File: src/rtl/core/pdsamp_pkg.sv
package pdsamp_pkg;

   // Request kinds.
   localparam logic [2:0] KIND_RESEED    = 3'd0;
   localparam logic [2:0] KIND_RAW       = 3'd1;
   localparam logic [2:0] KIND_BOUNDED   = 3'd2;
   localparam logic [2:0] KIND_BERNOULLI = 3'd3;
   localparam logic [2:0] KIND_BINOMIAL  = 3'd4;

   // Response status codes.
   localparam logic [1:0] STATUS_OK        = 2'd0;
   localparam logic [1:0] STATUS_ZERO_SEED = 2'd1;
   localparam logic [1:0] STATUS_UNSEEDED  = 2'd2;

   // First and last phase of the three-phase 64-bit multiply.
   localparam logic [1:0] MUL_PHASE_FIRST = 2'd0;
   localparam logic [1:0] MUL_PHASE_LAST  = 2'd2;

   // Multiplier constants.
   localparam logic [63:0] MIX_A     = 64'hbf58476d1ce4e5b9;
   localparam logic [63:0] MIX_B     = 64'h94d049bb133111eb;
   localparam logic [63:0] LCG_MULT  = 64'h5851f42d4c957f2d;
   localparam logic [63:0] PERM_MULT = 64'haef17502108ef2d9;

   // Bernoulli resolution limit and word size.
   localparam logic [6:0] WORD_BITS = 7'd64;

   typedef struct packed {
      logic [2:0]  kind;
      logic [63:0] seed;
      logic [63:0] low_bound;
      logic [63:0] high_bound;
      logic [63:0] prob_numerator;
      logic [6:0]  prob_bits;
      logic [15:0] trial_count;
   } req_type;

   typedef struct packed {
      logic [63:0] value;
      logic [1:0]  status;
   } rsp_type;

   typedef enum logic [1:0] {
      CSEL_MIX_A,
      CSEL_MIX_B,
      CSEL_LCG,
      CSEL_PERM
   } csel_type;

   typedef enum logic [4:0] {
      OP_NONE,
      OP_LOAD,
      OP_ERR_SEED,
      OP_ERR_UNSEEDED,
      OP_BOUND_LOW,
      OP_MIX_PRE,
      OP_MUL,
      OP_MIX_MID,
      OP_MIX_POST,
      OP_SET_STATE,
      OP_SET_INC,
      OP_XS_STEP,
      OP_PCG_PRE,
      OP_PCG_ADV,
      OP_PCG_OUT,
      OP_RAW_TAKE,
      OP_BOUND_TAKE,
      OP_BERN_INIT,
      OP_BERN_ACC,
      OP_BERN_SKIP,
      OP_BERN_TAKE,
      OP_BINO_ADD,
      OP_BINO_TAKE,
      OP_RESPOND
   } op_type;

   typedef enum logic [3:0] {
      S_IDLE,
      S_DISPATCH,
      S_MIX_PRE,
      S_MIX_MID,
      S_MIX_POST,
      S_MIX_STORE,
      S_MUL,
      S_STEP,
      S_PCG_ADV,
      S_PCG_OUT,
      S_USE,
      S_BERN,
      S_BERN_END,
      S_BINO_CHK,
      S_RESP
   } ctrl_state_type;

   typedef struct packed {
      op_type     op;
      csel_type   csel;
      logic [1:0] phase;
   } cmd_type;

   typedef struct packed {
      logic [2:0] kind;
      logic       seeded;
      logic       seed_zero;
      logic       span_zero;
      logic       k_zero;
      logic       pc_done;
      logic       bit_active;
      logic       bound_ok;
      logic       gsel;
      logic       out_free;
   } stat_type;

endpackage

File: src/rtl/core/pdsamp_ctrl.sv
module pdsamp_ctrl
   import pdsamp_pkg::*;
(
   input  logic     clock,
   input  logic     reset,
   input  logic     req_valid,
   output logic     req_stall,
   input  stat_type stat,
   output cmd_type  cmd
);

   ctrl_state_type state_ff, state_in;
   ctrl_state_type ret_ff, ret_in;
   csel_type       csel_ff, csel_in;
   logic [1:0]     phase_ff, phase_in;
   logic           pass_ff, pass_in;

   // Next state.
   always_comb begin
      state_in = state_ff;
      ret_in   = ret_ff;
      csel_in  = csel_ff;
      phase_in = phase_ff;
      pass_in  = pass_ff;
      case (state_ff)
         S_IDLE: begin
            if (req_valid) state_in = S_DISPATCH;
         end
         S_DISPATCH: begin
            case (stat.kind)
               KIND_RESEED: begin
                  pass_in  = 1'b0;
                  state_in = stat.seed_zero ? S_RESP : S_MIX_PRE;
               end
               KIND_RAW:       state_in = stat.seeded ? S_STEP : S_RESP;
               KIND_BOUNDED: begin
                  state_in = (!stat.seeded || stat.span_zero) ? S_RESP : S_STEP;
               end
               KIND_BERNOULLI: state_in = stat.seeded ? S_BERN : S_RESP;
               KIND_BINOMIAL: begin
                  state_in = (!stat.seeded || stat.k_zero) ? S_RESP : S_BERN;
               end
               default:        state_in = S_RESP;
            endcase
         end
         S_MIX_PRE: begin
            csel_in  = CSEL_MIX_A;
            ret_in   = S_MIX_MID;
            phase_in = MUL_PHASE_FIRST;
            state_in = S_MUL;
         end
         S_MIX_MID: begin
            csel_in  = CSEL_MIX_B;
            ret_in   = S_MIX_POST;
            phase_in = MUL_PHASE_FIRST;
            state_in = S_MUL;
         end
         S_MIX_POST: state_in = S_MIX_STORE;
         S_MIX_STORE: begin
            pass_in  = 1'b1;
            state_in = pass_ff ? S_RESP : S_MIX_PRE;
         end
         S_MUL: begin
            if (phase_ff == MUL_PHASE_LAST) begin
               state_in = ret_ff;
            end else begin
               phase_in = phase_ff + 2'd1;
            end
         end
         S_STEP: begin
            if (stat.gsel) begin
               state_in = S_USE;
            end else begin
               csel_in  = CSEL_LCG;
               ret_in   = S_PCG_ADV;
               phase_in = MUL_PHASE_FIRST;
               state_in = S_MUL;
            end
         end
         S_PCG_ADV: begin
            csel_in  = CSEL_PERM;
            ret_in   = S_PCG_OUT;
            phase_in = MUL_PHASE_FIRST;
            state_in = S_MUL;
         end
         S_PCG_OUT: state_in = S_USE;
         S_USE: begin
            case (stat.kind)
               KIND_RAW:     state_in = S_RESP;
               KIND_BOUNDED: state_in = stat.bound_ok ? S_RESP : S_STEP;
               default:      state_in = S_BERN;
            endcase
         end
         S_BERN: begin
            if (stat.pc_done) begin
               state_in = S_BERN_END;
            end else if (stat.bit_active) begin
               state_in = S_STEP;
            end
         end
         S_BERN_END: state_in = (stat.kind == KIND_BINOMIAL) ? S_BINO_CHK : S_RESP;
         S_BINO_CHK: state_in = stat.k_zero ? S_RESP : S_BERN;
         S_RESP: begin
            if (stat.out_free) state_in = S_IDLE;
         end
         default: state_in = S_IDLE;
      endcase
   end

   // Commands to the datapath.
   always_comb begin
      cmd.op    = OP_NONE;
      cmd.csel  = csel_ff;
      cmd.phase = phase_ff;
      req_stall = (state_ff != S_IDLE);
      case (state_ff)
         S_IDLE: begin
            if (req_valid) cmd.op = OP_LOAD;
         end
         S_DISPATCH: begin
            case (stat.kind)
               KIND_RESEED: begin
                  if (stat.seed_zero) cmd.op = OP_ERR_SEED;
               end
               KIND_RAW: begin
                  if (!stat.seeded) cmd.op = OP_ERR_UNSEEDED;
               end
               KIND_BOUNDED: begin
                  if (!stat.seeded) cmd.op = OP_ERR_UNSEEDED;
                  else if (stat.span_zero) cmd.op = OP_BOUND_LOW;
               end
               KIND_BERNOULLI, KIND_BINOMIAL: begin
                  cmd.op = stat.seeded ? OP_BERN_INIT : OP_ERR_UNSEEDED;
               end
               default: cmd.op = OP_NONE;
            endcase
         end
         S_MIX_PRE:   cmd.op = OP_MIX_PRE;
         S_MIX_MID:   cmd.op = OP_MIX_MID;
         S_MIX_POST:  cmd.op = OP_MIX_POST;
         S_MIX_STORE: cmd.op = pass_ff ? OP_SET_INC : OP_SET_STATE;
         S_MUL:       cmd.op = OP_MUL;
         S_STEP:      cmd.op = stat.gsel ? OP_XS_STEP : OP_PCG_PRE;
         S_PCG_ADV:   cmd.op = OP_PCG_ADV;
         S_PCG_OUT:   cmd.op = OP_PCG_OUT;
         S_USE: begin
            case (stat.kind)
               KIND_RAW:     cmd.op = OP_RAW_TAKE;
               KIND_BOUNDED: cmd.op = stat.bound_ok ? OP_BOUND_TAKE : OP_NONE;
               default:      cmd.op = OP_BERN_ACC;
            endcase
         end
         S_BERN: begin
            if (!stat.pc_done && !stat.bit_active) cmd.op = OP_BERN_SKIP;
         end
         S_BERN_END: cmd.op = (stat.kind == KIND_BINOMIAL) ? OP_BINO_ADD : OP_BERN_TAKE;
         S_BINO_CHK: cmd.op = stat.k_zero ? OP_BINO_TAKE : OP_BERN_INIT;
         S_RESP: begin
            if (stat.out_free) cmd.op = OP_RESPOND;
         end
         default: cmd.op = OP_NONE;
      endcase
   end

   always_ff @(posedge clock) begin
      if (reset) begin
         state_ff <= S_IDLE;
         ret_ff   <= S_IDLE;
         csel_ff  <= CSEL_MIX_A;
         phase_ff <= MUL_PHASE_FIRST;
         pass_ff  <= 1'b0;
      end else begin
         state_ff <= state_in;
         ret_ff   <= ret_in;
         csel_ff  <= csel_in;
         phase_ff <= phase_in;
         pass_ff  <= pass_in;
      end
   end

endmodule
File: config.mk
export PLATFORM = sky130hd
export DESIGN_NAME = pdsamp_ctrl
export DESIGN_NICKNAME = d
export VERILOG_FILES = /design/src/rtl/core/pdsamp_pkg.sv /design/src/rtl/core/pdsamp_ctrl.sv
export SDC_FILE = /design/constraint.sdc
export NUM_CORES = 1
export LEC_CHECK = 0
export ABC_AREA = 1
export BUFFER_PORTS_ARGS = -buffer_cell sky130_fd_sc_hd__buf_2
export CORE_MARGIN = 4
export CORE_UTILIZATION = 58
export DETAILED_ROUTE_END_ITERATION = 16
export GPL_TIMING_DRIVEN = 0
export PLACE_DENSITY_LB_ADDON = 0.08
export RECOVER_POWER = 25
export SLEW_MARGIN = 20
export SYNTH_ARGS = -nofsm -noshare
export SYNTH_HDL_FRONTEND = slang
export SYNTH_SLANG_ARGS = --single-unit
File: constraint.sdc
create_clock -name clock -period 2.4 [get_ports clock]
set_clock_uncertainty 0.15 [all_clocks]
set_input_delay 0.12 -clock clock [delete_from_list [all_inputs] [get_ports clock]]
set_output_delay 0.12 -clock clock [all_outputs]
set_load 0.005 [all_outputs]
Yosys cells after proc, flatten, opt, wreduce, memory -nomap -nowiden
Cells that the tools add are included.

word-level totals
  bits in registers = 13
  input bits = 15
  output and inout port bits = 10
  logic and storage cells = 93

operators by class
  $add $sub $neg = 1
  eq/ne operators = 26
  muxes and demuxes = 43
  reductions and logical operators = 18

operators by type and width
  kind                                                             number
  5-bit case mux with 15 select lines                              1
  4-bit case mux with 13 select lines                              1
  4-bit two-way mux                                                12
  4-bit == test, second input constant                             7
  3-bit two-way mux                                                7
  5-bit two-way mux                                                4
  4-bit case mux with 5 select lines                               1
  5-bit case mux with 4 select lines                               1
  4-bit by 3-bit == test with 1-bit output, second input constant  4
  4-bit case mux with 4 select lines                               1
  2-bit two-way mux                                                7
  2-bit != test, second input constant                             5
  5-bit case mux with 2 select lines                               1
  4-bit by 2-bit == test with 1-bit output, second input constant  2
  2-bit case mux with 4 select lines                               1
  4-bit case mux with 2 select lines                               1
  4-bit nonzero test                                               2
  3-bit by 2-bit == test with 1-bit output, second input constant  2
  2-bit case mux with 3 select lines                               1
  4-bit by 1-bit == test with 1-bit output, second input constant  1
  4-bit zero test                                                  1
  2-bit AND reduction                                              2
  4-bit AND reduction                                              1
  3-bit by 1-bit == test with 1-bit output, second input constant  1
  16 further kinds                                                 21

Depth between registers and ports, before layout
Gate-level depths: netlist of run 1.

  depth after elaboration = 5
  mapped depth = 11

Least setup slack after synthesis of run 1
Ideal clock, no wire load.

  path kind = register -> register
  start = register state_ff[3]
  end = register phase_ff[0]
  library setup time = 0.116 ns
  data arrival time = 1.198 ns
  slack = 0.936 ns
  stages on the path, launching flop included = 12
  buffers on the path = 0
  cell sequence = dfxtp_1 inv_2 nor2_2 nand2_2 nand2_2 nor2_2 nand2_2 nand2_2 nand2_2 nand2_1 nand2_1 a21oi_1

between the ends
  word-level cells in the longest chain between the ends = 4
  elaborated cells on any way between the ends = 11
  classes of those cells = eq/ne: 7; mux: 1; reduce/logical: 3

RTL lines
  item                                                                       line                text
  start, declared                                                            pdsamp_ctrl.sv:12   ctrl_state_type state_ff, state_in;
  start signal, assigned                                                     pdsamp_ctrl.sv:173  state_ff <= state_in;
  4-bit == test or 4-bit by 2-bit == test with 1-bit output (tied branches)  pdsamp_ctrl.sv:25   case (state_ff)
  3-bit OR reduction (no line)                                               --
  3-bit nonzero test (no line)                                               --
  3-bit AND reduction (no line)                                              --
  end signal, assigned                                                       pdsamp_ctrl.sv:176  phase_ff <= phase_in;
  end, declared                                                              pdsamp_ctrl.sv:15   logic [1:0] phase_ff, phase_in;

Parallel ways exist; a longest one is shown, timed or not.
A chain may end at the register's enable or synchronous reset.

==> out/qor.yml, run 1 <==
status: "completed"
cts_resized: 0
nets: 250
antenna_found_initial: 0
die-area_um2: 2740
clk_pin_slew_worst_paths_ns: 0.08
clockBufferDepth: 2
core-area_um2: 1800
grt-ovfl-total: 0
initial_core_util_pct: 63.2
ys_types: 28
reg2reg_slack_ns: 0.57
vdd.ir_drop.worst_mv: 0.672
synth-async-reset-ratio_pct: 0
end_kind: "output port"
drc: 0
htreeDepth: 1
power_density_nw_per_um2: 887
clkLatencyLatePin_ns: 0.28
wl_per_cell_um: 13.1
tritoncts: "done"
drt-vias-per-instance: 5.74
min_path_type: "input port to flop"
numPortBuffers: 22
final_cells: 258
finalHoldViolations: 0
drv_cap: 0
clock_sinks: 12
internal_power_mw: 0.596
crit_fanout: 8
drtAntennaViolNets: 0
crit_type: "flop to output port"
grt_usage_pct: 28.0
p_leak_nw: 0.690
p_comb_share_pct: 59.0
cp.required_ns: 2.13
cts_root_buf: "clkbuf_4"
synth_edf_count: 0
synth_fp_nets: 223
ys_warn_count: 0
slew_headroom_pct: 64.3
synth_area_leaders: "dfxtp_1 21%, nand2_1 18%, inv_1 8.6%, nand3_1 7.9%, nor2_1 7.9%"
pwr-share-seq_pct: 26.8
yosysTopAreaCellShare_pct: 21.1
pwr-share-clk_pct: 14.2
pin_count: 25
drtPass1Iterations: 5
setup_viol: 0
dp_hpwl_um: 2800
die_w_um: 52.3
period_needed_ns: 2.07
clock.fmax_mhz: 483
rsz0062_at_grt: "false"
fin_setup_tns_ns: 0
ys_ff_latch: 12
place_inst: 254
layout-drive-gt1-share_pct: 19.3
yosys.area.top_type: "dfxtp_1"
postSynthAreaPerCell_um2: 5.50
synth_cells: 207
placementRows: 15
drt_iter0_markers: 77
worst_pin_slew_ns: 0.534
wl_um: 3390
post-route-period-util_pct: 86.2
layout_common_cells: "54 x nand2_1, 26 x inv_1, 25 x nor2_1"
postCtsHoldBufs: 0
grt_max_degree: 11
yosysSeqAreaShare_pct: 21.1
grt_pass1_vias: 1293
globalplace.congestion: 1.02
drv_slew: 0
switching_share_pct: 48.8
power.switching_mw: 0.568
n_antenna_cell: 0
post_cts_buffers: 0
grt_pass1_wl_um: 5690
synth_area_um2: 1140
start_kind: "flop"
cts_made_buffers: 3
vias: 1481
synth_top_flop_cell: "dfxtp_1"
arrival_ns: 1.80
fp.dieH_um: 52.3
final_common_cell: "nand2_1"
syn_to_final_growth_pct: 15.2
-- final timing paths --
check / from / end / cells past startpoint
setup / recovery: state_ff[2]$_SDFFE_PP0P_ / cmd[8] / 6
hold / removal: stat[1] / ret_ff[3]$_SDFFE_PP0P_ / 4
setup reg to reg: state_ff[2]$_SDFFE_PP0P_ / state_ff[0]$_SDFFE_PP0P_ / 9
hold reg to reg: ret_ff[0]$_SDFFE_PP0P_ / ret_ff[0]$_SDFFE_PP0P_ / 2
-- layer usage --
layer	track usage, %	share of wire (%)	wire length [um]
met1	36.8	40	1350
met4	12.3	1.7	59
met2	41.5	45	1510
met5	0	0	0
met3	8.83	14	463
-- power by group through the flow --
stage               Combinational, mW  Clock, mW  Sequential, mW
finish                          0.687      0.165           0.312
global route                    0.775      0.173           0.317
CTS                             0.684      0.167           0.309
detailed placement              0.681          0           0.313
global placement                0.660          0           0.309
floorplan                       0.475          0           0.303
-- metrics by stage --
stage               utilization [%]  power (mW)  cell area [um2]  hold slack [ns]  worst slack [ns]
floorplan                         -       0.778             1140            0.195             0.936
global placement               71.0       0.969             1280            0.292             0.729
detailed placement             71.0       0.994             1280            0.308             0.650
CTS                            73.1        1.16             1320           0.0390             0.407
global route                   72.8        1.26             1310           0.0615             0.201
finish                         72.8        1.16             1310           0.0431             0.331
-- layout make-up --
| cell class | instances | area, um2 |
|---|---|---|
| Buffer | 3 | 15.0 |
| Clock buffer | 4 | 36.3 |
| Fill cell | 192 | 490 |
| Inverter | 32 | 120 |
| Multi-Input combinational cell | 160 | 761 |
| Sequential cell | 12 | 240 |
| Tap cell | 25 | 31.3 |
| Timing Repair Buffer | 22 | 108 |
-- registers in the layout, indices dropped and copies added, names as in the netlist --
register  count
csel_ff       1
state_ff      4
ret_ff        4
pass_ff       1
phase_ff      2
-- worst max-delay path, stage by stage (launching register included) --
cell and delay, ns:
dfxtp_1 0.39, nor2_2 0.23, inv_2 0.05, nor2_1 0.42, nand3_1 0.19, nand4_1 0.13
buf_2 0.11
-- synthesized netlist by cell type, types with 2 or more instances --
| cell | count |
|---|---|
| nor2_2 | 6 |
| a21oi_1 | 17 |
| o21ai_1 | 4 |
| inv_1 | 26 |
| nand3_1 | 18 |
| o21ai_0 | 9 |
| nand3b_1 | 2 |
| nand2_1 | 54 |
| nand2_2 | 8 |
| inv_2 | 5 |
| nor2_1 | 24 |
| dfxtp_1 | 12 |
| nor3_1 | 3 |
| nand4_1 | 5 |
-- kinds of logic after synthesis --
group / Yosys count / synth area share [%]
AND/OR/NAND/NOR: 125 / 50.1
buffers and inverters: 35 / 11.9
AO/OA/AOI/OAI: 34 / 15.8
flip-flops: 12 / 21.1
adder cells (fa/ha/maj): 1 / 1.10
Note: power is estimated with default switching activity, not from simulation.
==> inputs of run 2 (changes only) <==
BUFFER_PORTS_ARGS = default   (was -buffer_cell sky130_fd_sc_hd__buf_2)
CORE_UTILIZATION = 60   (was 58)
DONT_BUFFER_PORTS = 1   (was default)
GPL_TIMING_DRIVEN = 1   (was 0)
clock period = 2.5 ns   (was 2.4 ns; I/O delays follow)
==> run 2 against run 1 <==
Register-to-register slack worse by 0.08 ns. Critical path depth up 1. Global-route usage up 0.91 points. Total power is 8.9% lower. Hold slack gained 0.013 ns. Non-clock buffer count down 19.
==> out/qor.yml, run 2 (synthesis results as in run 1) <==
clock.fmax_mhz: 472
fp.dieH_um: 51.6  # -1.4%
vias: 1386  # -6.4%
dp_hpwl_um: 2710  # -3.3%
n_antenna_cell: 0  # unchanged
fin_area_um2: 1250  # -4.6%
start_kind: "input port"
wl_per_cell_um: 14.4  # +9.5%
place_inst: 229  # -9.8%
cts_made_buffers: 3  # unchanged
fin_ws_ns: 0.381  # +0.0494 ns
r2r-start: "state_ff[2]$_SDFFE_PP0P_"
globalplace.congestion: 1.02  # unchanged
rr_endpoint: "pass_ff$_SDFFE_PP0P_"
clk_pin_slew_worst_paths_ns: 0.08  # about the same
whs_path_depth: 4  # unchanged
drtPass1Iterations: 4  # -1
cp.required_ns: 2.23  # +0.10 ns
pin_count: 25  # unchanged
top_regs: "ret_ff x4, state_ff x4, phase_ff x2"
status: "completed"
die_w_um: 51.6  # -1.4%
placementRows: 15  # unchanged
rsz0062_at_grt: "false"
end_kind: "output port"
htreeDepth: 1  # unchanged
p_leak_nw: 0.622  # -9.9%
fillerInstances: 172  # -10%
power_density_nw_per_um2: 847  # -4.5%
layout-drive-gt1-share_pct: 11.7  # -7.6 points
nets: 231  # -7.6%
place_ws_ns: 0.740  # +0.0908 ns
drt_iter0_markers: 116  # +51%
worstRegToRegCells: 7  # -2
antenna_found_initial: 0  # unchanged
grt-ovfl-total: 0  # unchanged
final_cells: 239  # -7.4%
wl_um: 3430  # +1.4%
final_common_cell: "nand2_1"
cts_root_buf: "clkbuf_4"
post_cts_buffers: 0  # unchanged
grt_usage_pct: 28.9  # +0.91 points
drt-vias-per-instance: 5.80  # +1.0%
clockBufferDepth: 2  # unchanged
drv_slew: 0  # unchanged
layout_common_cells: "54 x nand2_1, 26 x inv_1, 24 x nor2_1"
drv_cap: 0  # unchanged
worst_pin_slew_ns: 0.423  # -0.111 ns
place_area_um2: 1150  # -9.8%
die-area_um2: 2660  # -2.8%
reg2reg_slack_ns: 0.49  # -0.08 ns
clkLatencyLatePin_ns: 0.28  # about the same
holdWs_ns: 0.0559  # +0.0128 ns
slowest_stage: "dlygate4sd3_1"
crit_fanout: 4  # -4
total_power_mw: 1.06  # -8.9%
crit_start: "stat[3]"
grt_pass1_wl_um: 5800  # +2.0%
drc: 0  # unchanged
numPortBuffers: 0  # -100%
vdd.ir_drop.worst_mv: 0.499  # -26%
crit_path_max_incr_delay_ns: 0.55  # +0.13 ns
clock_sinks: 12  # unchanged
min_path_type: "input port to flop"
finalHoldViolations: 0  # unchanged
finish.utilization_pct: 70.9  # -1.9 points
worstHoldEndpoint: "state_ff[2]$_SDFFE_PP0P_"
arrival_ns: 1.84  # +0.04 ns
period_needed_ns: 2.12
grt_max_degree: 11  # unchanged
slew_headroom_pct: 71.7  # +7.5 points
worstHoldStart: "stat[0]"
core-area_um2: 1760  # -2.1%
grt_pass1_vias: 1303  # +0.77%
crit_type: "input port to output port"
fin_setup_tns_ns: 0  # unchanged
drtAntennaViolNets: 0  # unchanged
post-route-period-util_pct: 84.8
setup_viol: 0  # unchanged
initial_core_util_pct: 64.5  # +1.3 points
tritoncts: "done"
syn_to_final_growth_pct: 9.89
path_cells: "dlygate4sd3_1, nor2_1, dlygate4sd3_1, nand2_1, nand3_1, a211oi_1, nand3_1"
## run 2: cell count changes in the layout (fill, tap and decap cells not counted), sizes merged
cell,before,now
clkbuf,8,4
buf,21,0
dlygate4sd3,0,6
## run 2: worst max-delay path by stage
stage	to	slack [ns]
after global placement	phase_ff[0]$_SDFFE_PP0P_	0.73
after floorplan	phase_ff[0]$_SDFFE_PP0P_	1.04
final	cmd[5]	0.38
after detailed placement	phase_ff[0]$_SDFFE_PP0P_	0.74
after CTS	cmd[5]	0.40
after global routing	cmd[5]	0.29
## run 2: area by class of cell
| class | instances | area, um2 | share of cell area [%] |
|---|---|---|---|
| multi-input cells | 160 | 763 | 61.0 |
| flip-flops and latches | 12 | 240 | 19.2 |
| inverters | 32 | 120 | 9.60 |
| repair buffers | 6 | 60.1 | 4.80 |
| clock buffers | 4 | 36.3 | 2.90 |
| well taps | 25 | 31.3 | 2.50 |
## run 2: timing repair
action	in CTS	in global routing
hold buffers	6	0
resized for setup	0	0
hold endpoints to repair	12	0
endpoints found under the setup margin	0	0
## run 2: report_power, final
part           total (mW)  internal, mW  leakage [nW]  switching, mW
logic               0.603         0.192         0.503          0.411
registers           0.299         0.245        0.0978         0.0545
clock network       0.157        0.0886        0.0210         0.0684
total                1.06         0.525         0.622          0.534
## run 2: critical path, delay by kind of cell
family,cells,cell delay (ns)
buffers and inverters,2,1.09
AOI/OAI and AO/OA,1,0.21
and+or+nand+nor,4,0.42
## run 2: routing by layer
layer / GRT usage [%] / up-vias / wire [um]
met5: 0 / - / 0
met4: 14.4 / 0 / 85
met3: 9.17 / 14 / 489
met2: 44.9 / 98 / 1550
met1: 35.8 / 587 / 1310
li1: - / 687 / -
